$ cat src/design/imd_pkg.sv
// ---------------------------------------------------------------------------
// imd_pkg: shared types and constants of the interrupt mask dispatcher
// Request and response payloads, command and status codes, and the
// controller/datapath handshake structs.
// ---------------------------------------------------------------------------
`default_nettype none

package imd_pkg;

   // Default line counts, handed to the top level parameters
   localparam int DEF_SHARED_LINES = 64;
   localparam int DEF_LOCAL_LINES  = 8;

   // Lines per group word and groups in the block
   localparam int GROUP_BITS = 32;
   localparam int NUM_GROUPS = 3;
   localparam int BIT_W      = $clog2(GROUP_BITS);
   localparam int IRQ_W      = 7;

   // Command codes
   typedef enum logic [1:0] {
      CMD_ENABLE   = 2'd0,
      CMD_DISABLE  = 2'd1,
      CMD_HANDLER  = 2'd2,
      CMD_DISPATCH = 2'd3
   } command_type;

   // Group codes
   localparam logic [1:0] GRP_LOW   = 2'd0;
   localparam logic [1:0] GRP_HIGH  = 2'd1;
   localparam logic [1:0] GRP_LOCAL = 2'd2;

   // Status codes
   localparam logic [1:0] STS_OK      = 2'd0;
   localparam logic [1:0] STS_INVALID = 2'd1;
   localparam logic [1:0] STS_HALTED  = 2'd2;

   typedef struct packed {
      command_type             command;
      logic [IRQ_W-1:0]        irq_number;
      logic                    handler_present;
      logic [1:0]              group;
      logic [GROUP_BITS-1:0]   pending_word;
   } req_type;

   typedef struct packed {
      logic [1:0]       status;
      logic             serve_valid;
      logic [IRQ_W-1:0] irq_to_serve;
      logic             no_handler;
      logic             last;
   } rsp_type;

   // Controller to datapath
   typedef struct packed {
      logic load_single;   // take request, one response
      logic load_walk;     // take dispatch request, start walk
      logic step;          // emit next walk response
   } ctl_cmd_type;

   // Datapath to controller
   typedef struct packed {
      logic single_item;   // request gives exactly one response
      logic walk_end;      // current walk step is the final one
      logic out_free;      // output register can take a response
   } dp_status_type;

endpackage

`default_nettype wire

$ cat src/design/imd_controller.sv
// ---------------------------------------------------------------------------
// imd_controller: sequencing of the interrupt mask dispatcher
// Takes one request at a time and steps a dispatch walk one response per
// cycle while the output register is free.
// ---------------------------------------------------------------------------
`default_nettype none

module imd_controller
   import imd_pkg::*;
(
   input  wire logic          clock,
   input  wire logic          reset,
   input  wire logic          req_valid,
   output logic               req_stall,
   input  dp_status_type      dp_status,
   output ctl_cmd_type        ctl_cmd
);

   typedef enum logic {
      ST_IDLE,
      ST_WALK
   } state_type;

   state_type state_ff;
   state_type state_in;

   // Command decode and next state
   always_comb begin
      ctl_cmd   = '0;
      state_in  = state_ff;
      req_stall = 1'b1;
      unique case (state_ff)
         ST_IDLE: begin
            req_stall = !dp_status.out_free;
            if (req_valid && dp_status.out_free) begin
               if (dp_status.single_item) begin
                  ctl_cmd.load_single = 1'b1;
               end else begin
                  ctl_cmd.load_walk = 1'b1;
                  state_in          = ST_WALK;
               end
            end
         end
         ST_WALK: begin
            if (dp_status.out_free) begin
               ctl_cmd.step = 1'b1;
               if (dp_status.walk_end) begin
                  state_in = ST_IDLE;
               end
            end
         end
         default: begin
            state_in = ST_IDLE;
         end
      endcase
   end

   // State register
   always_ff @(posedge clock) begin
      if (reset) begin
         state_ff <= ST_IDLE;
      end else begin
         state_ff <= state_in;
      end
   end

endmodule

`default_nettype wire

$ cat src/design/imd_datapath.sv
// ---------------------------------------------------------------------------
// imd_datapath: masks, handler bits and dispatch walk of the dispatcher
// Holds the enable words, handler-present bits, halted flag, the sampled due
// word of a walk and the response output register.
// ---------------------------------------------------------------------------
`default_nettype none

module imd_datapath
   import imd_pkg::*;
#(
   parameter int SHARED_LINES = DEF_SHARED_LINES,
   parameter int LOCAL_LINES  = DEF_LOCAL_LINES
)(
   input  wire logic          clock,
   input  wire logic          reset,
   input  req_type            req_payload,
   input  ctl_cmd_type        ctl_cmd,
   output dp_status_type      dp_status,
   input  wire logic          rsp_stall,
   output logic               rsp_valid,
   output rsp_type            rsp_payload
);

   localparam int TOTAL_LINES = SHARED_LINES + LOCAL_LINES;
   localparam int IDX_W       = $clog2(TOTAL_LINES);
   localparam logic [IRQ_W-1:0] TOTAL_NUM  = IRQ_W'(TOTAL_LINES);
   localparam logic [IRQ_W-1:0] SHARED_NUM = IRQ_W'(SHARED_LINES);
   localparam logic [IRQ_W-1:0] GROUP_NUM  = IRQ_W'(GROUP_BITS);
   localparam logic [63:0] ONE64 = 64'd1;
   localparam logic [GROUP_BITS-1:0] HIGH_MASK =
      GROUP_BITS'((ONE64 << (SHARED_LINES - GROUP_BITS)) - ONE64);
   localparam logic [GROUP_BITS-1:0] LOCAL_MASK =
      GROUP_BITS'((ONE64 << LOCAL_LINES) - ONE64);

   // Highest set bit of a group word
   function automatic logic [BIT_W-1:0] top_bit(input logic [GROUP_BITS-1:0] v);
      logic [BIT_W-1:0] idx;
      idx = '0;
      for (int b = 0; b < GROUP_BITS; b++) begin
         if (v[b]) begin
            idx = BIT_W'(b);
         end
      end
      return idx;
   endfunction

   logic [GROUP_BITS-1:0] enable_ff [NUM_GROUPS];
   logic [GROUP_BITS-1:0] enable_in [NUM_GROUPS];
   logic [TOTAL_LINES-1:0] handler_ff, handler_in;
   logic                  halted_ff, halted_in;
   logic [GROUP_BITS-1:0] due_ff, due_in;
   logic [IRQ_W-1:0]      base_ff, base_in;
   logic                  rsp_valid_ff, rsp_valid_in;
   rsp_type               rsp_payload_ff, rsp_payload_in;

   logic [IRQ_W-1:0]      line;
   logic                  line_ok;
   logic [IRQ_W-1:0]      line_off_high, line_off_local;
   logic [1:0]            sel_grp;
   logic [BIT_W-1:0]      sel_bit;
   logic [GROUP_BITS-1:0] due_init;
   logic                  group_ok;
   logic [BIT_W-1:0]      walk_bit;
   logic [GROUP_BITS-1:0] due_rest;
   logic [IRQ_W-1:0]      walk_line;
   logic                  handler_hit;
   logic                  step_fault;
   logic                  out_free;

   assign out_free = !rsp_valid_ff || !rsp_stall;

   // Line number to group and bit
   always_comb begin
      line           = req_payload.irq_number;
      line_ok        = line < TOTAL_NUM;
      line_off_high  = line - GROUP_NUM;
      line_off_local = line - SHARED_NUM;
      if (line < GROUP_NUM) begin
         sel_grp = GRP_LOW;
         sel_bit = line[BIT_W-1:0];
      end else if (line < SHARED_NUM) begin
         sel_grp = GRP_HIGH;
         sel_bit = line_off_high[BIT_W-1:0];
      end else begin
         sel_grp = GRP_LOCAL;
         sel_bit = line_off_local[BIT_W-1:0];
      end
   end

   // Due word of a dispatch, sampled once from the request
   always_comb begin
      group_ok = 1'b1;
      unique case (req_payload.group)
         GRP_LOW:   due_init = enable_ff[0] & req_payload.pending_word;
         GRP_HIGH:  due_init = enable_ff[1] & req_payload.pending_word & HIGH_MASK;
         GRP_LOCAL: due_init = enable_ff[2] & req_payload.pending_word & LOCAL_MASK;
         default: begin
            due_init = '0;
            group_ok = 1'b0;
         end
      endcase
   end

   // Walk step: highest due line and its handler
   always_comb begin
      walk_bit    = top_bit(due_ff);
      due_rest    = due_ff & ~(GROUP_BITS'(1) << walk_bit);
      walk_line   = base_ff + IRQ_W'(walk_bit);
      handler_hit = (walk_line < TOTAL_NUM) && handler_ff[walk_line[IDX_W-1:0]];
      step_fault  = !handler_hit;
   end

   assign dp_status.single_item = halted_ff || (req_payload.command != CMD_DISPATCH) ||
                                  !group_ok || (due_init == '0);
   assign dp_status.walk_end    = step_fault || (due_rest == '0);
   assign dp_status.out_free    = out_free;

   // Next state of all registers
   always_comb begin
      enable_in      = enable_ff;
      handler_in     = handler_ff;
      halted_in      = halted_ff;
      due_in         = due_ff;
      base_in        = base_ff;
      rsp_valid_in   = rsp_valid_ff && rsp_stall;
      rsp_payload_in = rsp_payload_ff;

      if (ctl_cmd.load_single) begin
         rsp_valid_in   = 1'b1;
         rsp_payload_in = '0;
         rsp_payload_in.last = 1'b1;
         if (halted_ff) begin
            rsp_payload_in.status = STS_HALTED;
         end else if (req_payload.command != CMD_DISPATCH) begin
            if (!line_ok) begin
               rsp_payload_in.status = STS_INVALID;
            end else begin
               rsp_payload_in.status = STS_OK;
               unique case (req_payload.command)
                  CMD_ENABLE:  enable_in[sel_grp][sel_bit] = 1'b1;
                  CMD_DISABLE: enable_in[sel_grp][sel_bit] = 1'b0;
                  CMD_HANDLER: handler_in[line[IDX_W-1:0]] = req_payload.handler_present;
                  default: ;
               endcase
            end
         end else if (!group_ok) begin
            rsp_payload_in.status = STS_INVALID;
         end else begin
            rsp_payload_in.status = STS_OK;
         end
      end

      if (ctl_cmd.load_walk) begin
         due_in = due_init;
         unique case (req_payload.group)
            GRP_HIGH:  base_in = GROUP_NUM;
            GRP_LOCAL: base_in = SHARED_NUM;
            default:   base_in = '0;
         endcase
      end

      if (ctl_cmd.step) begin
         due_in                      = due_rest;
         rsp_valid_in                = 1'b1;
         rsp_payload_in.status       = STS_OK;
         rsp_payload_in.irq_to_serve = walk_line;
         rsp_payload_in.serve_valid  = handler_hit;
         rsp_payload_in.no_handler   = step_fault;
         rsp_payload_in.last         = step_fault || (due_rest == '0);
         if (step_fault) begin
            halted_in = 1'b1;
         end
      end
   end

   // Control state
   always_ff @(posedge clock) begin
      if (reset) begin
         for (int g = 0; g < NUM_GROUPS; g++) begin
            enable_ff[g] <= '0;
         end
         handler_ff   <= '0;
         halted_ff    <= 1'b0;
         rsp_valid_ff <= 1'b0;
      end else begin
         enable_ff    <= enable_in;
         handler_ff   <= handler_in;
         halted_ff    <= halted_in;
         rsp_valid_ff <= rsp_valid_in;
      end
   end

   // Payload
   always_ff @(posedge clock) begin
      due_ff         <= due_in;
      base_ff        <= base_in;
      rsp_payload_ff <= rsp_payload_in;
   end

   assign rsp_valid   = rsp_valid_ff;
   assign rsp_payload = rsp_payload_ff;

   // Checks
   a_step_not_halted: assert property (@(posedge clock) disable iff (reset)
      ctl_cmd.step |-> !halted_ff)
      else $error("walk step while halted");

   a_load_needs_free: assert property (@(posedge clock) disable iff (reset)
      (ctl_cmd.load_single || ctl_cmd.load_walk || ctl_cmd.step) |-> out_free)
      else $error("response register overwritten");

   a_fault_halts: assert property (@(posedge clock) disable iff (reset)
      (ctl_cmd.step && step_fault) |=> halted_ff)
      else $error("fault did not halt");

   a_halt_sticks: assert property (@(posedge clock) disable iff (reset)
      halted_ff |=> halted_ff)
      else $error("halted cleared without reset");

endmodule

`default_nettype wire

$ cat src/design/interrupt_mask_dispatcher.sv
// ---------------------------------------------------------------------------
// interrupt_mask_dispatcher: interrupt line masking and dispatch
// Commands enable or disable lines and register handlers; a dispatch request
// walks one group's due lines from the highest bit down.
// ---------------------------------------------------------------------------
// Usage:
//   req_*  : one request per handshake (valid high, stall low). Enable,
//            disable and handler requests each give one response.
//   rsp_*  : responses leave a single output register. A dispatch gives one
//            response per due line, highest first, up to any fault, last set on the final one;
//            an empty dispatch gives one response.
//   Timing: a single response appears in the cycle after its request is taken;
//            the first response of a dispatch walk passes the due word register, then the output register.
//   Requests: one request at a time; a new request is not taken until the
//            walk of a dispatch ends. The walk steps one line per cycle
//            while the output register is free.
//   A missing handler gives a fault response and halts the block; every
//   later request gets a halted status until reset.
//   Reset clears all enables, all handler bits and the halted flag.
//   While rsp_stall is high and a response is valid, it holds, the walk pauses and
//   req_stall is raised.
// ---------------------------------------------------------------------------
`default_nettype none

module interrupt_mask_dispatcher
   import imd_pkg::*;
#(
   parameter int SHARED_LINES = DEF_SHARED_LINES,
   parameter int LOCAL_LINES  = DEF_LOCAL_LINES
)(
   input  wire logic clock,
   input  wire logic reset,
   input  wire logic req_valid,
   output logic      req_stall,
   input  req_type   req_payload,
   output logic      rsp_valid,
   input  wire logic rsp_stall,
   output rsp_type   rsp_payload
);

   ctl_cmd_type   ctl_cmd;
   dp_status_type dp_status;

   imd_controller u_controller (
      .clock     (clock),
      .reset     (reset),
      .req_valid (req_valid),
      .req_stall (req_stall),
      .dp_status (dp_status),
      .ctl_cmd   (ctl_cmd)
   );

   imd_datapath #(
      .SHARED_LINES (SHARED_LINES),
      .LOCAL_LINES  (LOCAL_LINES)
   ) u_datapath (
      .clock       (clock),
      .reset       (reset),
      .req_payload (req_payload),
      .ctl_cmd     (ctl_cmd),
      .dp_status   (dp_status),
      .rsp_stall   (rsp_stall),
      .rsp_valid   (rsp_valid),
      .rsp_payload (rsp_payload)
   );

endmodule

`default_nettype wire
$ cat config.mk
export PLATFORM = sky130hd
export DESIGN_NAME = interrupt_mask_dispatcher
export DESIGN_NICKNAME = d
export VERILOG_FILES = /design/src/design/imd_pkg.sv /design/src/design/imd_controller.sv /design/src/design/imd_datapath.sv /design/src/design/interrupt_mask_dispatcher.sv
export SDC_FILE = /design/constraint.sdc
export NUM_CORES = 1
export LEC_CHECK = 0
export BUFFER_PORTS_ARGS = -buffer_cell sky130_fd_sc_hd__buf_4
export CAP_MARGIN = 20
export CORE_AREA = 2 2 157 113
export DETAILED_ROUTE_END_ITERATION = 6
export DIE_AREA = 0 0 159 115
export PLACE_DENSITY_LB_ADDON = 0.25
export SLEW_MARGIN = 10
export SYNTH_ARGS = -nofsm -noshare
export SYNTH_HDL_FRONTEND = slang
export SYNTH_HIERARCHICAL = 1
export SYNTH_SLANG_ARGS = --single-unit
$ cat constraint.sdc
create_clock -name clock -period 8.34 [get_ports clock]
set_input_delay 1.668 -clock clock [delete_from_list [all_inputs] [get_ports clock]]
set_output_delay 1.668 -clock clock [all_outputs]
set_load 0.005 [all_outputs]
---- Word-level counts from Yosys, hierarchy flattened ----
Cells that the tools add are included.
storage, ports and cells
  flip-flop bits (word level) ............. 222
  input bits .............................. 48
  output and inout port bits .............. 14
  word-level logic and storage cells ...... 142
cells by class
  add/sub/neg operators ................... 3
  magnitude comparators ................... 11
  equality and inequality tests ........... 5
  shifts and indexed selects .............. 1
  muxes and demuxes ....................... 69
  bitwise operators ....................... 12
  reduce and logical (&&, ||, !) cells .... 27
operators with widths
  operator                                                                      number
  96-bit one-hot mux with 2 select lines                                        1
  32-bit bitwise AND                                                            3
  96-bit bitwise AND                                                            1
  32-bit two-way mux                                                            3
  96-bit NOT                                                                    1
  96-bit bitwise OR                                                             1
  32-bit one-hot mux with 3 select lines                                        1
  5-bit two-way mux                                                             18
  72-bit bitwise mux                                                            1
  32-bit demux with 2-bit select                                                1
  32-bit zero test                                                              2
  4-bit two-way mux                                                             8
  32-bit NOT                                                                    1
  1-bit by 5-bit left shift with 32-bit output, first input constant            1
  7-bit less-than comparator, second input constant                             3
  10-bit two-way mux                                                            2
  1-bit two-way mux                                                             17
  7-bit by 8-bit less-than comparator with 1-bit output, second input constant  2
  2-bit two-way mux                                                             8
  7-bit one-hot mux with 2 select lines                                         1
  3-bit two-way mux                                                             4
  5-bit AND reduction                                                           2
  5-bit by 1-bit subtractor with 5-bit output, second input constant            2
  8-bit bitwise AND                                                             1
  23 further kinds                                                              43

---- Longest topological paths before layout ----
Gate-level depths: netlist of run 1.
  depth after elaboration ................. 40
  gate-level depth with buffers ........... 21
  gate-level depth less buffers ........... 17

---- Hierarchy ----
The synthesis of run 1 kept the hierarchy.
by module, submodules not included
  module          times used  cells an instance  area each (um^2)  sequential area each (um^2)
  imd_datapath    1           1,173              9,851.9           4,284.1
  imd_controller  1           8                  71.3              20.0

---- Worst setup path before layout of run 1 ----
No wires, ideal clock.
  kind .................................... input port to flip-flop
  start point ............................. in req_payload[33] (netlist name)
  end point ............................... reg u_datapath.handler_ff[7]
  setup time .............................. 0.132 ns
  arrival ................................. 5.052 ns
  data required time ...................... 8.208 ns
  setup slack ............................. 3.155 ns
  cell stages on the path ................. 20
  buffers on the path ..................... 4
  cells stage by stage .................... inv_1 > ha_1 > clkbuf_1 > clkbuf_1 > mux2_2 > nand3_1 > nand4_1 > nor4_1 > nand2_1 > o2111ai_1 > nand2_1 > nor2_1 > nand2_1 > nor3b_1 > nor2b_1 > clkbuf_1 > clkbuf_1 > nand2_1 > nand2_1 > a21oi_1
RTL lines
  element               RTL line                         text
  from (decl)           interrupt_mask_dispatcher.sv:35  input req_type req_payload,
  to (signal assigned)  imd_datapath.sv:187              handler_ff <= handler_in;
  to (decl)             imd_datapath.sv:49               logic [TOTAL_LINES-1:0] handler_ff, handler_in;

==> results of run 1 <==
[cell usage in the layout (no fill, tap or decap), types with 8 or more instances in the layout]
| master | Yosys | routed |
|---|---|---|
| nor3_1 | 16 | 15 |
| a21oi_1 | 166 | 166 |
| a311oi_1 | 73 | 73 |
| nand3b_1 | 12 | 12 |
| clkbuf_16 | 0 | 17 |
| and2_1 | 9 | 9 |
| o22ai_1 | 14 | 14 |
| edfxtp_1 | 44 | 44 |
| mux2i_1 | 27 | 27 |
| nand4_1 | 11 | 11 |
| buf_4 | 1 | 71 |
| nor2_1 | 84 | 83 |
| o21ai_0 | 97 | 97 |
| o211ai_1 | 13 | 13 |
| nand2_1 | 114 | 114 |
| a22oi_1 | 8 | 8 |
| mux2_2 | 24 | 24 |
| inv_1 | 13 | 13 |
| dfxtp_1 | 149 | 149 |
| nand3_1 | 106 | 106 |
[cell families after synthesis]
group                    count (synthesis)  share of synthesized area, %
AO/OA/AOI/OAI                          420                          26.4
AND/OR/NAND/NOR                        402                          19.5
flip-flops                             193                          43.4
buffers and inverters                  109                          4.27
multiplexers                            53                          5.90
adder cells (fa/ha/maj)                  4                         0.504
[synth_stat cells, types with 3 or more instances]
cell / instances / share of area, %
a31oi_1: 6 / 0.38
a21oi_1: 166 / 8.4
a22oi_1: 8 / 0.61
ha_1: 4 / 0.50
dfxtp_1: 149 / 30
nor4_1: 6 / 0.38
nand3b_1: 12 / 0.91
nand2b_1: 6 / 0.38
or3_1: 6 / 0.38
or4_4: 4 / 0.45
mux2_2: 24 / 2.7
nand3_1: 106 / 5.3
nand2_1: 114 / 4.3
nor2b_1: 8 / 0.50
mux2i_1: 27 / 2.7
o211ai_1: 13 / 0.98
nor2_1: 84 / 3.2
o32a_1: 3 / 0.30
clkbuf_1: 89 / 3.4
nand4_1: 11 / 0.69
o21ai_0: 97 / 4.9
o22ai_1: 14 / 0.88
o21bai_1: 4 / 0.30
a311oi_1: 73 / 6.4
inv_1: 13 / 0.49
nor3_1: 16 / 0.81
buf_2: 3 / 0.15
o21a_1: 4 / 0.30
and2_1: 9 / 0.57
o21ai_1: 3 / 0.15
or2_2: 4 / 0.25
edfxtp_1: 44 / 13
[power by group]
group	switching [mW]	internal [mW]	total, mW
clock	0.439	0.418	0.857
sequential	0.00201	0.955	0.957
combinational	0.0788	0.0327	0.112
total	0.520	1.41	1.93
[worst max-delay path by stage]
stage	endpoint	slack [ns]	cells past startpoint
after floorplan	u_datapath/handler_ff[7]$_SDFFE_PP0P_	3.16	20
after global placement	u_datapath/handler_ff[27]$_SDFFE_PP0P_	1.58	18
after detailed placement	u_datapath/handler_ff[28]$_SDFFE_PP0P_	1.34	18
after CTS	u_datapath/handler_ff[28]$_SDFFE_PP0P_	1.82	18
after global routing	u_datapath/handler_ff[28]$_SDFFE_PP0P_	1.64	18
final	u_datapath/handler_ff[29]$_SDFFE_PP0P_	2.04	18
[worst max-delay path, stage by stage]
cell and delay, ns:
buf_4 0.12, inv_1 0.07, ha_1 0.65, buf_4 0.42, mux2_2 0.38, nand3_1 0.12, nand4_1 0.11, nor4_1 0.28
nand2_1 0.12, o2111ai_1 0.24, nand2_1 0.07, nor2_1 0.18, nand2_1 0.17, nor3b_1 0.42, nor2b_2 0.73, nand3_1 0.44
o21ai_0 0.31, a21oi_1 0.10
[layout make-up]
class / count / area share, %
sequential: 193 / 39.1
tap: 231 / 2.62
inverter: 13 / 0.443
clock buffer: 17 / 3.86
timing repair buffer: 71 / 4.84
multi-input combinational: 879 / 47.4
clock inverter: 15 / 1.79
[metal layers]
| metal | wire, microns | part of all wire, % |
|---|---|---|
| met3 | 5240 | 16 |
| met2 | 12900 | 40 |
| met5 | 13 | 0.040 |
| met1 | 13500 | 42 |
| met4 | 585 | 1.8 |
[metrics by stage]
| stage | util, % | power, mW |
|---|---|---|
| after global placement | 61.8 | 1.09 |
| final | 65.5 | 1.93 |
| after CTS | 65.5 | 1.92 |
| after floorplan | - | 1.04 |
| after global routing | 65.5 | 1.97 |
| after detailed placement | 61.8 | 1.09 |
==> metrics, run 1 <==
Worst Setup Start Kind=input port; skew final=between 0.015 and 0.02 ns; Finished Cell Area=11,000 sq um; first-pass GRT wire length=between 40,000 and 50,000 microns; Routed Antenna Nets=0; Worst R2R Path Depth=13; WP data arrival=6.60 ns; dpl ws=around 1.3 ns; Post-Place Cells=about 1,400; # nets final=~1,200; placed cell area=10,400 sq um; routability congestion estimate from global placement=0.988; vias=approximately 9,800; Sink Count=193; vias per inst=roughly 6.9; P&R area growth vs syn=11.1%; register area=between 4000 and 5000 sq um; critical path class=input port to flop; period utilisation layout=about three quarters; post-cts sizing count=0; GRT Util Overall=between 30% and 40%; failing checks=DRC; Leak=between 3 and 4 nW; Hold WS=0.457 ns; number of cell rows=40; Diodes inserted=0; FF-to-FF Start=u_datapath/due_ff[24]$_DFFE_PP_; r2r endpoint=u_controller/state_ff$_SDFF_PP0_; CP Max Fanout=24; effective utilization at floorplan=around three fifths; Hold EP=u_datapath/handler_ff[7]$_SDFFE_PP0P_; RSZ-0062 raised after global routing=false; H-tree depth=4; Routed WL=32,300 microns; relative slew slack=a little over a quarter; Root Buffer=clkbuf_16; area of the multi-input gates=between 5000 and 6000 sq um; WHS Path Cells=2; core area=approximately 17,000 sq um; CTS max path bufs=2; max cap viols=0; critical path required time=between 8 and 9 ns; clock-pin slew of the registers on the worst-case setup and hold paths=around 0.080 ns; drt drc=3; cell area after synthesis=a little under 10,000 sq um; TNS Setup=0 ns; crit path launch=req_payload[33]; final worst slack=approximately 2.0 ns; worst hold path startpoint=u_datapath/handler_ff[7]$_SDFFE_PP0P_; vias in the first global route=around 8,600; die width=approximately 160 microns; final hold vios=0; First-pass DRT Iterations=7; I/O Buffers=61; dpl hpwl=~22,000 microns; Die Y=between 100 and 150 microns; outcome=finished, violations left; Post-Syn Nets=1,233; initial antenna violation count=1; Wirelength per Cell=roughly 23 microns; Clk Latency, worst-skew pair=0.46 ns; largest net degree at the start of global routing=79; Max IR drop VDD=~0.13 mV; DR iter-0 viols=around 1,600; Worst R2R Setup Slack=4.07 ns; Remaining Overflow, GRT=0; final setup vio count=0; Yosys cell types=a little over 70; fin crit period=between 6 and 7 ns; post-CTS setup buffer count=0; fraction of registers with async set/reset=0%; Seq/Total Area, Yosys=about 43%; flops & latches, synth=approximately 190; fillers=between 1,000 and 1,500; ratio of cells with drive above 1 in the final layout=about an eighth; Final Max Slew Viols=0; Syn Area/Cell=roughly 8.4 sq um; Final Instance Count excl. Fillers=approximately 1,400; CTS Buf Count=17; die area=approximately 18,000 sq um; Synth Flop Type=dfxtp_1; Cells after Synth=about 1,200; I/O Pins=just over 60; critical path endpoint category=flop; number of synthesized flops with an enable pin=44; CTS tree=done; Power Density=around 170 nW/um^2; GRT busiest layer=met1; measured slew at the worst slew-check pin=about 1.1 ns; met2 Resource Use GR=between 40% and 50%; met3 usage=a little over an eighth; Yosys warning count=6; fmax=roughly 160 MHz; met1 Resource Use GR=approximately half; Hold Crit Class=flop to flop; cts hold-fix bufs=0
Note: power is estimated with default switching activity, not from simulation.
==> inputs of run 2 (changes only) <==
Settings changed: CORE_AREA 2 2 157 113 to 2 2 164 118, DIE_AREA 0 0 159 115 to 0 0 166 120.
Clock period 8.34 ns to 5.4 ns, I/O delays scaled along.
==> metrics, run 2 (synthesis gave the netlist of run 1 again) <==
outcome=completed; final hold vios=0; post-cts sizing count=0; Routed Antenna Nets=0; clock-pin slew of the registers on the worst-case setup and hold paths=roughly 0.08 ns; H-tree depth=4; core area=~18,000 sq um; I/O Pins=between 60 and 70; fmax=219 MHz; die width=between 150 and 200 microns; relative slew slack=30.2%; post-CTS setup buffer count=0; measured slew at the worst slew-check pin=1.05 ns; WP data arrival=4.89 ns; CTS tree=done; Die Y=120 microns; P&R area growth vs syn=12.2%; die area=around 20,000 sq um; Worst Setup Start Kind=input port; Remaining Overflow, GRT=0; TNS Setup=0 ns; Wirelength per Cell=between 20 and 25 microns; largest net degree at the start of global routing=between 70 and 80; most frequent cells in the layout=a21oi_1 (166), dfxtp_1 (149), nand2_1 (114); Power Density=266 nW/um^2; power after layout=just under 3 mW; fin crit period=4.58 ns; RSZ-0062 raised after global routing=false; Hold Crit Class=flop to flop; CP Max Fanout=43; effective utilization at floorplan=53.8%; met1 Resource Use GR=47.6%; Leak=3.80 nW; GRT busiest layer=met1; Hold WS=0.454 ns; max cap viols=0; Final Max Slew Viols=0; initial antenna violation count=0; number of cell rows=42; Worst R2R Setup Slack=1.55 ns; Routed WL=between 30,000 and 40,000 microns; drt drc=0; I/O Buffers=61; skew final=around 0.014 ns; critical path endpoint category=flop; Sink Count=around 190; met3 usage=between 10 and 15%; first-pass GRT wire length=roughly 50,000 microns; DR iter-0 viols=around 1,700; period utilisation layout=roughly 85%; critical path class=input port to flop; First-pass DRT Iterations=7; Final Instance Count excl. Fillers=1,444; vias=between 9,000 and 10,000; critical path required time=5.71 ns; Clk Latency, worst-skew pair=0.44 ns; CTS Buf Count=17; placed cell area=10,500 sq um; Post-Place Cells=1,413; CTS max path bufs=2; GRT Util Overall=about a third; Finished Cell Area=around 11,000 sq um; routability congestion estimate from global placement=around 0.96; commonest non-fill, non-tap cell in the layout=a21oi_1; Root Buffer=clkbuf_16; # nets final=between 1,000 and 1,500; final setup vio count=0; Max IR drop VDD=roughly 0.17 mV; ratio of cells with drive above 1 in the final layout=14.1%; vias in the first global route=approximately 8,600; dpl hpwl=around 22,000 microns; cts hold-fix bufs=0; Diodes inserted=0; vias per inst=about 6.7; met2 Resource Use GR=between 40% and 50%
[run 2: cell count changes in the layout (fill, tap and decap cells not counted), moves of 2 or more]
cell	before	now
buf_4	71	83
buf_6	0	2
bufinv_16	0	2
clkinv_8	3	1
inv_12	4	0
inv_6	1	8
inv_8	6	0
[run 2: metrics by stage]
stage | worst slack [ns] | utilization [%]
global placement | 0.329 | 57.0
finish | 0.823 | 60.4
floorplan | 0.803 | -
detailed placement | 0.487 | 57.1
global route | 0.245 | 60.4
CTS | 0.928 | 60.4
[run 2: area by class of cell]
class                           count  area, sq um
Fill cell                        1657         7310
Multi-Input combinational cell    879         5220
Sequential cell                   193         4300
Timing Repair Buffer               86          666
Clock buffer                       17          425
Tap cell                          242          303
Clock inverter                     14          168
Inverter                           13         48.8
[run 2: report_power, final]
| group | total [mW] | internal, mW | leakage, nW | switching (mW) |
|---|---|---|---|---|
| Combinational | 0.178 | 0.0539 | 1.84 | 0.124 |
| Sequential | 1.48 | 1.47 | 1.68 | 0.00292 |
| Clock | 1.30 | 0.697 | 0.286 | 0.607 |
[run 2: worst paths after layout]
check / start / cells after the start / endpoint
setup / recovery: req_payload[33] / 21 / u_datapath/handler_ff[25]$_SDFFE_PP0P_
hold / removal: u_datapath/handler_ff[38]$_SDFFE_PP0P_ / 2 / u_datapath/handler_ff[38]$_SDFFE_PP0P_
setup reg to reg: u_datapath/due_ff[24]$_DFFE_PP_ / 12 / u_controller/state_ff$_SDFF_PP0_
hold reg to reg: u_datapath/handler_ff[38]$_SDFFE_PP0P_ / 2 / u_datapath/handler_ff[38]$_SDFFE_PP0P_
[run 2: critical path, stage by stage]
cell	delay, ns
buf_4	0.09
inv_1	0.05
ha_1	0.21
buf_12	0.19
nor2_1	0.12
nor2_1	0.15
buf_6	0.22
nand3_1	0.19
nand4_1	0.12
nor3_1	0.19
nand2_1	0.10
o2111ai_1	0.24
nand2_1	0.08
nor2_1	0.19
nand2_1	0.16
nor3b_1	0.41
nor2b_1	0.26
buf_4	0.21
nand3_1	0.26
o21ai_0	0.24
a21oi_1	0.10
[run 2: routing by layer]
metal | vias up | part of all wire [%] | wire length, microns
li1 | 4454 | - | -
met1 | 4552 | 44 | 14200
met2 | 568 | 41 | 13200
met3 | 65 | 14 | 4440
met4 | 0 | 2.2 | 708
met5 | - | 0 | 0
